File: src/ispm_pkg.sv
// ----------------------------------------------------------------------------
// ispm_pkg
// Shared types and constants of the integer scale pixel mapper.
// ----------------------------------------------------------------------------
package ispm_pkg;

    localparam int COORD_BITS_DEF = 16;
    localparam int IDX_W          = 8;

    localparam logic [IDX_W-1:0] REG_VIRT_W = IDX_W'(0);
    localparam logic [IDX_W-1:0] REG_VIRT_H = IDX_W'(1);
    localparam logic [IDX_W-1:0] REG_OUT_W  = IDX_W'(2);
    localparam logic [IDX_W-1:0] REG_OUT_H  = IDX_W'(3);

    localparam int RST_VIRT_W = 320;
    localparam int RST_VIRT_H = 180;
    localparam int RST_OUT_W  = 1920;
    localparam int RST_OUT_H  = 1080;

    localparam logic [2:0] ST_VIRT_ZERO  = 3'd0;
    localparam logic [2:0] ST_OUT_ZERO   = 3'd1;
    localparam logic [2:0] ST_UNDERSIZED = 3'd2;
    localparam logic [2:0] ST_LETTERBOX  = 3'd3;
    localparam logic [2:0] ST_EXACT      = 3'd4;

    typedef struct packed {
        logic [15:0] phys_x;
        logic [15:0] phys_y;
    } pix_in_t;

    typedef struct packed {
        logic [2:0]  plan_status;
        logic [15:0] scale_factor;
        logic [15:0] content_left;
        logic [15:0] content_top;
        logic [15:0] content_span_x;
        logic [15:0] content_span_y;
        logic [15:0] margin_right;
        logic [15:0] margin_bottom;
        logic        hit_output;
        logic        hit_content;
        logic [15:0] source_x;
        logic [15:0] source_y;
    } pix_out_t;

    typedef enum logic [4:0] {
        PL_IDLE = 5'b00001,
        PL_LOAD = 5'b00010,
        PL_DIV  = 5'b00100,
        PL_MUL  = 5'b01000,
        PL_FIN  = 5'b10000
    } plan_state_t;

endpackage

File: src/integer_scale_pixel_mapper_unit.sv
// ----------------------------------------------------------------------------
// integer_scale_pixel_mapper_unit
// Maps physical output pixels to virtual image pixels under an integer-scale,
// centered letterbox or crop plan.
// ----------------------------------------------------------------------------
// Usage:
//   cfg_we/cfg_index/cfg_data write the four extents (virtual w/h, output
//   w/h). Each write to a known index restarts plan derivation; unknown
//   indexes are ignored. Derivation loads the extents, forms one quotient
//   bit per cycle in the plan sequencer, then takes the min, multiplies and
//   finishes; in_stall is held high meanwhile.
//   After reset the same pass runs on the reset extents (320x180 onto
//   1920x1080), so in_stall is high until that pass has finished.
//   Input beats carry phys_x/phys_y; each gives one output beat with the
//   plan fields, the hit flags and the mapped source coordinate.
//   Throughput: one beat per cycle while in_stall is low. The pipeline
//   has COORD_BITS+2 register stages: the offset stage, one divider
//   stage per quotient bit, the output stage.
//   When out_stall is high while out_valid is up, the whole pipeline holds
//   and in_stall rises; nothing is dropped or repeated.
// ----------------------------------------------------------------------------
module integer_scale_pixel_mapper_unit #(
    parameter int COORD_BITS = ispm_pkg::COORD_BITS_DEF
) (
    input  logic                       clk,
    input  logic                       rst_n,
    input  logic                       in_valid,
    output logic                       in_stall,
    input  ispm_pkg::pix_in_t          in_data,
    output logic                       out_valid,
    input  logic                       out_stall,
    output ispm_pkg::pix_out_t         out_data,
    input  logic                       cfg_we,
    input  logic [ispm_pkg::IDX_W-1:0] cfg_index,
    input  logic [COORD_BITS-1:0]      cfg_data
);
    import ispm_pkg::*;

    localparam int CB = COORD_BITS;
    localparam int EW = (CB > 16) ? CB : 16;   // common width for pixel compares

    // configuration registers
    logic [CB-1:0] vw_reg, vh_reg, ow_reg, oh_reg;
    logic          cfg_hit;

    always_comb
    begin
        case (cfg_index)
            REG_VIRT_W, REG_VIRT_H, REG_OUT_W, REG_OUT_H: cfg_hit = cfg_we;
            default:                                      cfg_hit = 1'b0;
        endcase
    end

    always_ff @(posedge clk or negedge rst_n)
    begin
        if (!rst_n)
        begin
            vw_reg <= CB'(RST_VIRT_W);
            vh_reg <= CB'(RST_VIRT_H);
            ow_reg <= CB'(RST_OUT_W);
            oh_reg <= CB'(RST_OUT_H);
        end
        else if (cfg_we)
        begin
            case (cfg_index)
                REG_VIRT_W: vw_reg <= cfg_data;
                REG_VIRT_H: vh_reg <= cfg_data;
                REG_OUT_W:  ow_reg <= cfg_data;
                REG_OUT_H:  oh_reg <= cfg_data;
                default:    ;
            endcase
        end
    end

    // plan
    logic          busy;
    logic [2:0]    p_status;
    logic [CB-1:0] p_scale, p_orgx, p_orgy, p_sizx, p_sizy;
    logic [CB-1:0] p_crpx, p_crpy, p_marr, p_marb;
    logic          plan_ok;

    ispm_plan #(
        .CB(CB)
    ) u_plan (
        .clk    (clk),
        .rst_n  (rst_n),
        .start  (cfg_hit),
        .vw     (vw_reg),
        .vh     (vh_reg),
        .ow     (ow_reg),
        .oh     (oh_reg),
        .busy   (busy),
        .status (p_status),
        .scale  (p_scale),
        .org_x  (p_orgx),
        .org_y  (p_orgy),
        .size_x (p_sizx),
        .size_y (p_sizy),
        .crop_x (p_crpx),
        .crop_y (p_crpy),
        .mar_r  (p_marr),
        .mar_b  (p_marb)
    );

    always_comb
    begin
        case (p_status) inside
            ST_UNDERSIZED, ST_LETTERBOX, ST_EXACT: plan_ok = (p_scale != '0);
            default:                               plan_ok = 1'b0;
        endcase
    end

    // pipeline advance: freeze everything while the output beat is held
    logic en;
    assign en       = !(out_valid && out_stall);
    assign in_stall = busy || !en;

    // stage 0: window tests and offsets into the content rectangle
    logic          v0_reg;
    logic          io0_reg, ir0_reg;
    logic [CB-1:0] offx0_reg, offy0_reg;
    logic          io0_next, ir0_next;
    logic [EW-1:0] px_e, py_e, offx_e, offy_e;

    always_comb
    begin
        logic [EW:0] endx, endy;
        px_e     = EW'(in_data.phys_x);
        py_e     = EW'(in_data.phys_y);
        endx     = (EW+1)'(p_orgx) + (EW+1)'(p_sizx);
        endy     = (EW+1)'(p_orgy) + (EW+1)'(p_sizy);
        io0_next = plan_ok && (px_e < EW'(ow_reg)) && (py_e < EW'(oh_reg));
        ir0_next = io0_next
                   && (px_e >= EW'(p_orgx)) && ((EW+1)'(px_e) < endx)
                   && (py_e >= EW'(p_orgy)) && ((EW+1)'(py_e) < endy);
        offx_e   = px_e - EW'(p_orgx);
        offy_e   = py_e - EW'(p_orgy);
    end

    always_ff @(posedge clk or negedge rst_n)
    begin
        if (!rst_n)
            v0_reg <= 1'b0;
        else if (en)
            v0_reg <= in_valid && !busy;
    end

    always_ff @(posedge clk)
    begin
        if (en)
        begin
            io0_reg   <= io0_next;
            ir0_reg   <= ir0_next;
            offx0_reg <= offx_e[CB-1:0];
            offy0_reg <= offy_e[CB-1:0];
        end
    end

    // divider stages: offset / scale, flags travel alongside
    logic [CB-1:0] qx, qy;
    logic          vd_reg [CB];
    logic          iod_reg [CB];
    logic          ird_reg [CB];

    ispm_div_pipe #(.W(CB)) u_div_x (
        .clk (clk),
        .en  (en),
        .num (offx0_reg),
        .den (p_scale),
        .quo (qx)
    );

    ispm_div_pipe #(.W(CB)) u_div_y (
        .clk (clk),
        .en  (en),
        .num (offy0_reg),
        .den (p_scale),
        .quo (qy)
    );

    always_ff @(posedge clk or negedge rst_n)
    begin
        if (!rst_n)
        begin
            for (int k = 0; k < CB; k++)
                vd_reg[k] <= 1'b0;
        end
        else if (en)
        begin
            vd_reg[0] <= v0_reg;
            for (int k = 1; k < CB; k++)
                vd_reg[k] <= vd_reg[k-1];
        end
    end

    always_ff @(posedge clk)
    begin
        if (en)
        begin
            iod_reg[0] <= io0_reg;
            ird_reg[0] <= ir0_reg;
            for (int k = 1; k < CB; k++)
            begin
                iod_reg[k] <= iod_reg[k-1];
                ird_reg[k] <= ird_reg[k-1];
            end
        end
    end

    // output stage: add crop origin, final bounds check
    logic     out_valid_reg;
    pix_out_t out_data_reg, out_data_next;

    always_comb
    begin
        logic [CB:0] vx, vy;
        logic        con;
        vx  = {1'b0, p_crpx} + {1'b0, qx};
        vy  = {1'b0, p_crpy} + {1'b0, qy};
        con = ird_reg[CB-1] && (vx < {1'b0, vw_reg}) && (vy < {1'b0, vh_reg});
        out_data_next.plan_status    = p_status;
        out_data_next.scale_factor   = 16'(p_scale);
        out_data_next.content_left   = 16'(p_orgx);
        out_data_next.content_top    = 16'(p_orgy);
        out_data_next.content_span_x = 16'(p_sizx);
        out_data_next.content_span_y = 16'(p_sizy);
        out_data_next.margin_right   = 16'(p_marr);
        out_data_next.margin_bottom  = 16'(p_marb);
        out_data_next.hit_output     = iod_reg[CB-1];
        out_data_next.hit_content    = con;
        out_data_next.source_x       = con ? 16'(vx[CB-1:0]) : 16'd0;
        out_data_next.source_y       = con ? 16'(vy[CB-1:0]) : 16'd0;
    end

    always_ff @(posedge clk or negedge rst_n)
    begin
        if (!rst_n)
            out_valid_reg <= 1'b0;
        else if (en)
            out_valid_reg <= vd_reg[CB-1];
    end

    always_ff @(posedge clk)
    begin
        if (en)
            out_data_reg <= out_data_next;
    end

    assign out_valid = out_valid_reg;
    assign out_data  = out_data_reg;

endmodule

File: src/ispm_div_pipe.sv
// ----------------------------------------------------------------------------
// ispm_div_pipe
// Pipelined restoring divider, one quotient bit per stage, W stages.
// ----------------------------------------------------------------------------
module ispm_div_pipe #(
    parameter int W = 16
) (
    input  logic         clk,
    input  logic         en,
    input  logic [W-1:0] num,
    input  logic [W-1:0] den,
    output logic [W-1:0] quo
);
    // {remainder, dividend/quotient} per stage
    logic [2*W-1:0] acc_reg  [W];
    logic [2*W-1:0] acc_next [W];

    always_comb
    begin
        logic [2*W:0] t;
        logic [W:0]   hi;
        logic         qb;
        for (int k = 0; k < W; k++)
        begin
            if (k == 0)
                t = {{W{1'b0}}, num, 1'b0};
            else
                t = {acc_reg[(k == 0) ? 0 : k-1], 1'b0};
            hi = t[2*W:W];
            qb = (hi >= {1'b0, den});
            if (qb)
                hi = hi - {1'b0, den};
            acc_next[k] = {hi[W-1:0], t[W-1:1], qb};
        end
    end

    always_ff @(posedge clk)
    begin
        if (en)
        begin
            for (int k = 0; k < W; k++)
                acc_reg[k] <= acc_next[k];
        end
    end

    assign quo = acc_reg[W-1][W-1:0];

endmodule

File: src/ispm_plan.sv
// ----------------------------------------------------------------------------
// ispm_plan
// Plan sequencer: derives scale, content rectangle, crop and margins.
// ----------------------------------------------------------------------------
module ispm_plan #(
    parameter int CB = 16
) (
    input  logic          clk,
    input  logic          rst_n,
    input  logic          start,
    input  logic [CB-1:0] vw,
    input  logic [CB-1:0] vh,
    input  logic [CB-1:0] ow,
    input  logic [CB-1:0] oh,
    output logic          busy,
    output logic [2:0]    status,
    output logic [CB-1:0] scale,
    output logic [CB-1:0] org_x,
    output logic [CB-1:0] org_y,
    output logic [CB-1:0] size_x,
    output logic [CB-1:0] size_y,
    output logic [CB-1:0] crop_x,
    output logic [CB-1:0] crop_y,
    output logic [CB-1:0] mar_r,
    output logic [CB-1:0] mar_b
);
    import ispm_pkg::*;

    localparam int CNT_W = $clog2(CB);

    plan_state_t      state_reg, state_next;
    logic [CNT_W-1:0] cnt_reg, cnt_next;
    logic [CB:0]      rx_reg, rx_next, ry_reg, ry_next;   // partial remainders
    logic [CB-1:0]    qx_reg, qx_next, qy_reg, qy_next;   // dividend / quotient
    logic [CB-1:0]    sc_reg, sc_next;
    logic [CB-1:0]    mx_reg, mx_next, my_reg, my_next;   // scaled sizes

    logic [2:0]       status_reg, status_next;
    logic [CB-1:0]    scale_reg, scale_next;
    logic [CB-1:0]    orgx_reg, orgx_next, orgy_reg, orgy_next;
    logic [CB-1:0]    sizx_reg, sizx_next, sizy_reg, sizy_next;
    logic [CB-1:0]    crpx_reg, crpx_next, crpy_reg, crpy_next;
    logic [CB-1:0]    marr_reg, marr_next, marb_reg, marb_next;

    always_comb
    begin
        logic [CB:0]    tx, ty;
        logic [2*CB-1:0] px, py;
        logic [CB-1:0]  sw, sh, rw, rh;
        state_next  = state_reg;
        cnt_next    = cnt_reg;
        rx_next     = rx_reg;
        ry_next     = ry_reg;
        qx_next     = qx_reg;
        qy_next     = qy_reg;
        sc_next     = sc_reg;
        mx_next     = mx_reg;
        my_next     = my_reg;
        status_next = status_reg;
        scale_next  = scale_reg;
        orgx_next   = orgx_reg;
        orgy_next   = orgy_reg;
        sizx_next   = sizx_reg;
        sizy_next   = sizy_reg;
        crpx_next   = crpx_reg;
        crpy_next   = crpy_reg;
        marr_next   = marr_reg;
        marb_next   = marb_reg;
        tx = '0;
        ty = '0;
        px = '0;
        py = '0;
        sw = '0;
        sh = '0;
        rw = '0;
        rh = '0;
        case (state_reg)
            PL_LOAD:
            begin
                rx_next    = '0;
                ry_next    = '0;
                qx_next    = ow;
                qy_next    = oh;
                cnt_next   = '0;
                state_next = PL_DIV;
            end
            PL_DIV:
            begin
                tx = {rx_reg[CB-1:0], qx_reg[CB-1]};
                ty = {ry_reg[CB-1:0], qy_reg[CB-1]};
                if (tx >= {1'b0, vw})
                begin
                    rx_next = tx - {1'b0, vw};
                    qx_next = {qx_reg[CB-2:0], 1'b1};
                end
                else
                begin
                    rx_next = tx;
                    qx_next = {qx_reg[CB-2:0], 1'b0};
                end
                if (ty >= {1'b0, vh})
                begin
                    ry_next = ty - {1'b0, vh};
                    qy_next = {qy_reg[CB-2:0], 1'b1};
                end
                else
                begin
                    ry_next = ty;
                    qy_next = {qy_reg[CB-2:0], 1'b0};
                end
                cnt_next = cnt_reg + CNT_W'(1);
                if (cnt_reg == CNT_W'(CB-1))
                    state_next = PL_MUL;
            end
            PL_MUL:
            begin
                // min of the axis quotients, then size = extent * scale
                sc_next = (qx_reg < qy_reg) ? qx_reg : qy_reg;
                px = (2*CB)'(vw) * (2*CB)'(sc_next);
                py = (2*CB)'(vh) * (2*CB)'(sc_next);
                mx_next = px[CB-1:0];
                my_next = py[CB-1:0];
                state_next = PL_FIN;
            end
            PL_FIN:
            begin
                status_next = ST_EXACT;
                scale_next  = '0;
                orgx_next   = '0;
                orgy_next   = '0;
                sizx_next   = '0;
                sizy_next   = '0;
                crpx_next   = '0;
                crpy_next   = '0;
                marr_next   = '0;
                marb_next   = '0;
                if (vw == '0 || vh == '0)
                    status_next = ST_VIRT_ZERO;
                else if (ow == '0 || oh == '0)
                    status_next = ST_OUT_ZERO;
                else if (ow < vw || oh < vh)
                begin
                    sw          = (vw < ow) ? vw : ow;
                    sh          = (vh < oh) ? vh : oh;
                    status_next = ST_UNDERSIZED;
                    scale_next  = CB'(1);
                    crpx_next   = (vw - sw) >> 1;
                    crpy_next   = (vh - sh) >> 1;
                    sizx_next   = sw;
                    sizy_next   = sh;
                    rw          = ow - sw;
                    rh          = oh - sh;
                    orgx_next   = rw >> 1;
                    orgy_next   = rh >> 1;
                    marr_next   = rw - (rw >> 1);
                    marb_next   = rh - (rh >> 1);
                end
                else
                begin
                    rw          = ow - mx_reg;
                    rh          = oh - my_reg;
                    scale_next  = sc_reg;
                    sizx_next   = mx_reg;
                    sizy_next   = my_reg;
                    orgx_next   = rw >> 1;
                    orgy_next   = rh >> 1;
                    marr_next   = rw - (rw >> 1);
                    marb_next   = rh - (rh >> 1);
                    status_next = (rw != '0 || rh != '0) ? ST_LETTERBOX : ST_EXACT;
                end
                state_next = PL_IDLE;
            end
            default:
                state_next = PL_IDLE;
        endcase
        if (start)
            state_next = PL_LOAD;
    end

    always_ff @(posedge clk or negedge rst_n)
    begin
        if (!rst_n)
        begin
            state_reg <= PL_LOAD;
            cnt_reg   <= '0;
        end
        else
        begin
            state_reg <= state_next;
            cnt_reg   <= cnt_next;
        end
    end

    always_ff @(posedge clk)
    begin
        rx_reg     <= rx_next;
        ry_reg     <= ry_next;
        qx_reg     <= qx_next;
        qy_reg     <= qy_next;
        sc_reg     <= sc_next;
        mx_reg     <= mx_next;
        my_reg     <= my_next;
        status_reg <= status_next;
        scale_reg  <= scale_next;
        orgx_reg   <= orgx_next;
        orgy_reg   <= orgy_next;
        sizx_reg   <= sizx_next;
        sizy_reg   <= sizy_next;
        crpx_reg   <= crpx_next;
        crpy_reg   <= crpy_next;
        marr_reg   <= marr_next;
        marb_reg   <= marb_next;
    end

    assign busy   = (state_reg != PL_IDLE);
    assign status = status_reg;
    assign scale  = scale_reg;
    assign org_x  = orgx_reg;
    assign org_y  = orgy_reg;
    assign size_x = sizx_reg;
    assign size_y = sizy_reg;
    assign crop_x = crpx_reg;
    assign crop_y = crpy_reg;
    assign mar_r  = marr_reg;
    assign mar_b  = marb_reg;

endmodule

File: config.mk
export PLATFORM = sky130hd
export DESIGN_NAME = integer_scale_pixel_mapper_unit
export DESIGN_NICKNAME = d
export VERILOG_FILES = /design/src/ispm_pkg.sv /design/src/integer_scale_pixel_mapper_unit.sv /design/src/ispm_div_pipe.sv /design/src/ispm_plan.sv
export SDC_FILE = /design/constraint.sdc
export NUM_CORES = 2
export LEC_CHECK = 0
export ABC_AREA = 0
export BUFFER_PORTS_ARGS = -buffer_cell sky130_fd_sc_hd__buf_2
export CORE_ASPECT_RATIO = 0.7
export CORE_MARGIN = 2
export CORE_UTILIZATION = 35
export CTS_BUF_LIST = sky130_fd_sc_hd__clkbuf_4 sky130_fd_sc_hd__clkbuf_8 sky130_fd_sc_hd__clkbuf_16
export DETAILED_ROUTE_END_ITERATION = 8
export GPL_TIMING_DRIVEN = 0
export PLACE_DENSITY = 0.5
export REMOVE_ABC_BUFFERS = 1
export SETUP_SLACK_MARGIN = 0.15
export SYNTH_ARGS = -nofsm -noshare
export SYNTH_HDL_FRONTEND = slang
export SYNTH_SLANG_ARGS = --single-unit
File: constraint.sdc
create_clock -name clk -period 76.4 [get_ports clk]
set_input_delay 3.82 -clock clk [delete_from_list [all_inputs] [get_ports clk]]
set_output_delay 3.82 -clock clk [all_outputs]
set_load 0.02 [all_outputs]
==> out/summary.json <==
{
  "area.growth.synth_to_final_pct": 12.5,
  "die_h_um": 447,
  "global_route.usage.total_pct": 19.5,
  "max_cap_viol_count": 0,
  "grt_start_max_net_pins": 74,
  "cts_setup_buffers": 0,
  "dominantRegCellSynth": "sky130_fd_sc_hd__edfxtp_1",
  "power.density_nw_per_um2": 35.2,
  "cp-start-kind": "primary input",
  "regToRegStartpoint": "u_plan.qy_reg[2]",
  "worstSetupEndpointType": "primary output",
  "clk_transition_reported_paths_ps": 60,
  "holdBufCountCts": 0,
  "final_cells": 13000,
  "clock_latency_ps": 850,
  "worst_slack_ps": 67480,
  "clock-root-buffer": "sky130_fd_sc_hd__clkbuf_16",
  "drcViolationCount": 0,
  "die_w_um": 638,
  "hold_ws_ps": 396,
  "run_status": "finished clean",
  "worst_r2r_path_depth": 26,
  "hold-path-endpoint": "u_div_x.acc_reg[0][34]",
  "yosys.cell_count.top_type": "sky130_fd_sc_hd__edfxtp_1",
  "ys_top_cells_by_area": "sky130_fd_sc_hd__edfxtp_1, sky130_fd_sc_hd__ha_1, sky130_fd_sc_hd__fa_1",
  "detailedRoute.firstIterationViolations": 5448,
  "leakagePower_nw": 46.9,
  "hold_path_startpoint": "u_div_x.acc_reg[0][1]",
  "synth.avg_cell_area_um2": 11.1,
  "layout-drive-gt1-share_pct": 10.8,
  "synth_async_sr_flop_share_pct": 5.87,
  "grt_antenna_before_repair": 20,
  "synth_xor_area_share_pct": 4.71,
  "path_depth": 4,
  "drt_first_pass_iters": 8,
  "die-area_um2": 285000,
  "clockBufferDepth": 4,
  "cts_made_buffers": 177,
  "syn_inst": 8843,
  "timing.clock.skew_ps": 54.1,
  "placeable_area_um2": 279000,
  "min_period_ps": 8920,
  "cp_bufs_invs": 2,
  "critical_path.max_fanout": 32,
  "h_tree_level_count": 4,
  "fraction_of_the_cycle_the_final_worst_path_needs_pct": 11.7,
  "rr_endpoint": "u_plan.my_reg[15]",
  "power.ir.vdd_worst_mv": 0.0227,
  "fin_tns_setup_ps": 0,
  "main_combinational_cell_family_by_area_after_synthesis": "adder cells",
  "place.gp.congestion": 0.893,
  "synth-edff-count": 1460,
  "drt-total-wl_um": 284000,
  "worstPathCellList": "buf_2 -> nand2_4 -> nand4b_1 -> buf_2",
  "rows": 162,
  "globalRouteOverflowTotal": 0,
  "io_pins": 212,
  "worst_ep_arrival_time_ps": 5100,
  "postSynthRegisterBits": 1551,
  "synthDominantCellAreaShare_pct": 44.6,
  "ys_top_cells_by_count": "sky130_fd_sc_hd__edfxtp_1, sky130_fd_sc_hd__ha_1, sky130_fd_sc_hd__inv_1",
  "ys.warnings.count": 0,
  "dp_slack_ps": 67360,
  "fmax_mhz": 112,
  "data_required_time_at_the_worst_endpoint_ps": 72580,
  "max_stage_delay_ps": 460,
  "dp_hpwl_um": 213000,
  "numClockSinks": 1551,
  "synth_largest_area_cell": "sky130_fd_sc_hd__edfxtp_1",
  "finalSetupViolCount": 0,
  "cp_top_family": "simple AND/OR/NAND/NOR gates",
  "slew_violations": 0,
  "routedWlPerCell_um": 21.9,
  "criticalPathCategory": "primary input to primary output",
  "synth.lib_cells_used.distinct": 84,
  "mux_share_of_post_synthesis_cell_area_pct": 4.74,
  "first_pass_grt_wire_length_um": 421000,
  "crit_path_frequent_cell": "sky130_fd_sc_hd__buf_2",
  "synth_simple_gate_area_share_pct": 11.4,
  "slowest_stage": "sky130_fd_sc_hd__nand4b_1",
  "nets": 10400,
  "rsz0062_at_grt": "no",
  "whs_path_depth": 0,
  "worst-slew-pin-transition_ps": 1390,
  "placed_cells_incl_taps": 12600,
  "hold_path.class": "flip-flop to flip-flop",
  "max_slew_margin_pct": 7.15,
  "initial_core_utilization_pct": 35.3,
  "post_synth_instance_area_um2": 98300,
  "r2r_slack_ps": 67800,
  "port_buffers": 209,
  "cts.repair.resized": 0,
  "synth-compound-area-share_pct": 11.2,
  "finalHoldViolations": 0,
  "final_antenna_net_count": 0,
  "route.detailed.vias_per_inst": 5.25,
  "yosysSeqAreaShare_pct": 46.9,
  "first_global_vias": 65800,
  "cts_tree": "done",
  "synthAdderAreaFrac_pct": 17.0,
  "vias": 68000,
  "fillerInstances": 26600
}
## power breakdown
part           internal [mW]  switching, mW  total, mW  leakage (nW)
registers               1.36          0.155       1.52          15.5
clock network          0.490          0.358      0.848          2.82
logic                  0.650          0.882       1.53          28.6
total                   2.50           1.39       3.90          46.9
## cell families after synthesis
logic type               Yosys count
AO/OA/AOI/OAI                   1745
XOR/XNOR                         522
adder cells (fa/ha/maj)         1212
buffers and inverters           1015
flip-flops                      1551
multiplexers                     422
other                              1
AND/OR/NAND/NOR                 2375
## cell usage in the layout (no fill, tap or decap), types with 208 or more instances in the layout
cell / count
sky130_fd_sc_hd__nand2_1: 588
sky130_fd_sc_hd__nor2_1: 687
sky130_fd_sc_hd__buf_2: 208
sky130_fd_sc_hd__o21ai_0: 480
sky130_fd_sc_hd__mux2_2: 328
sky130_fd_sc_hd__edfxtp_1: 1460
sky130_fd_sc_hd__ha_1: 1006
sky130_fd_sc_hd__inv_1: 831
sky130_fd_sc_hd__a21oi_1: 394
sky130_fd_sc_hd__nand3_1: 231
sky130_fd_sc_hd__xnor2_1: 350
## worst reg2reg max path: stages (launching register included)
cell and delay, ps:
sky130_fd_sc_hd__edfxtp_1 400, sky130_fd_sc_hd__inv_1 60, sky130_fd_sc_hd__ha_1 290, sky130_fd_sc_hd__nand2_1 50, sky130_fd_sc_hd__o21ai_1 140, sky130_fd_sc_hd__a41oi_1 180
sky130_fd_sc_hd__a21oi_2 300, sky130_fd_sc_hd__or2_1 480, sky130_fd_sc_hd__mux2i_4 880, sky130_fd_sc_hd__inv_1 640, sky130_fd_sc_hd__nand2_1 290, sky130_fd_sc_hd__fa_1 450
sky130_fd_sc_hd__fa_1 560, sky130_fd_sc_hd__inv_1 70, sky130_fd_sc_hd__fa_1 480, sky130_fd_sc_hd__fa_1 500, sky130_fd_sc_hd__inv_1 50, sky130_fd_sc_hd__fa_1 530
sky130_fd_sc_hd__fa_1 460, sky130_fd_sc_hd__xor2_1 290, sky130_fd_sc_hd__xnor2_1 140, sky130_fd_sc_hd__xnor2_1 220, sky130_fd_sc_hd__xnor2_1 160, sky130_fd_sc_hd__xnor2_1 160
sky130_fd_sc_hd__xnor3_1 260, sky130_fd_sc_hd__xnor2_1 150, sky130_fd_sc_hd__xnor2_1 140
## area by class of cell
cell class	count	area [um2]	share of cell area (%)
inverters	849	3190	2.89
clock buffers	207	4740	4.28
repair buffers	277	2550	2.30
flip-flops and latches	1551	46100	41.7
well taps	3690	4620	4.18
multi-input cells	6278	48400	43.8
diodes	8	20.0	0.0181
clock inverters	109	927	0.838
## how the worst max path moves through the flow
stage | start | end | slack [ps]
2_1_floorplan | out_stall | in_stall | 38690
3_3_place_gp | out_stall | in_stall | 22300
3_5_place_dp | out_stall | in_stall | 67360
4_1_cts | out_stall | in_stall | 67360
5_1_grt | out_stall | in_stall | 67340
6_report | out_stall | in_stall | 67480
## metal layers
metal | up-vias | track usage, % | part of all wire (%)
met2 | 1706 | 29.9 | 44
li1 | 32600 | - | -
met4 | 0 | 6.02 | 3.2
met5 | - | 0 | 0
met1 | 33300 | 28.7 | 48
met3 | 381 | 2.37 | 4.9
## per-stage QoR
| stage | util (%) | power, mW | instance area [um2] |
|---|---|---|---|
| floorplan | - | 2.81 | 97600 |
| global placement | 37.0 | 3.34 | 103000 |
| detailed placement | 37.6 | 3.05 | 105000 |
| CTS | 39.6 | 3.93 | 111000 |
| global route | 39.6 | 4.17 | 111000 |
| finish | 39.6 | 3.90 | 111000 |
Note: power is estimated with default switching activity, not from simulation.
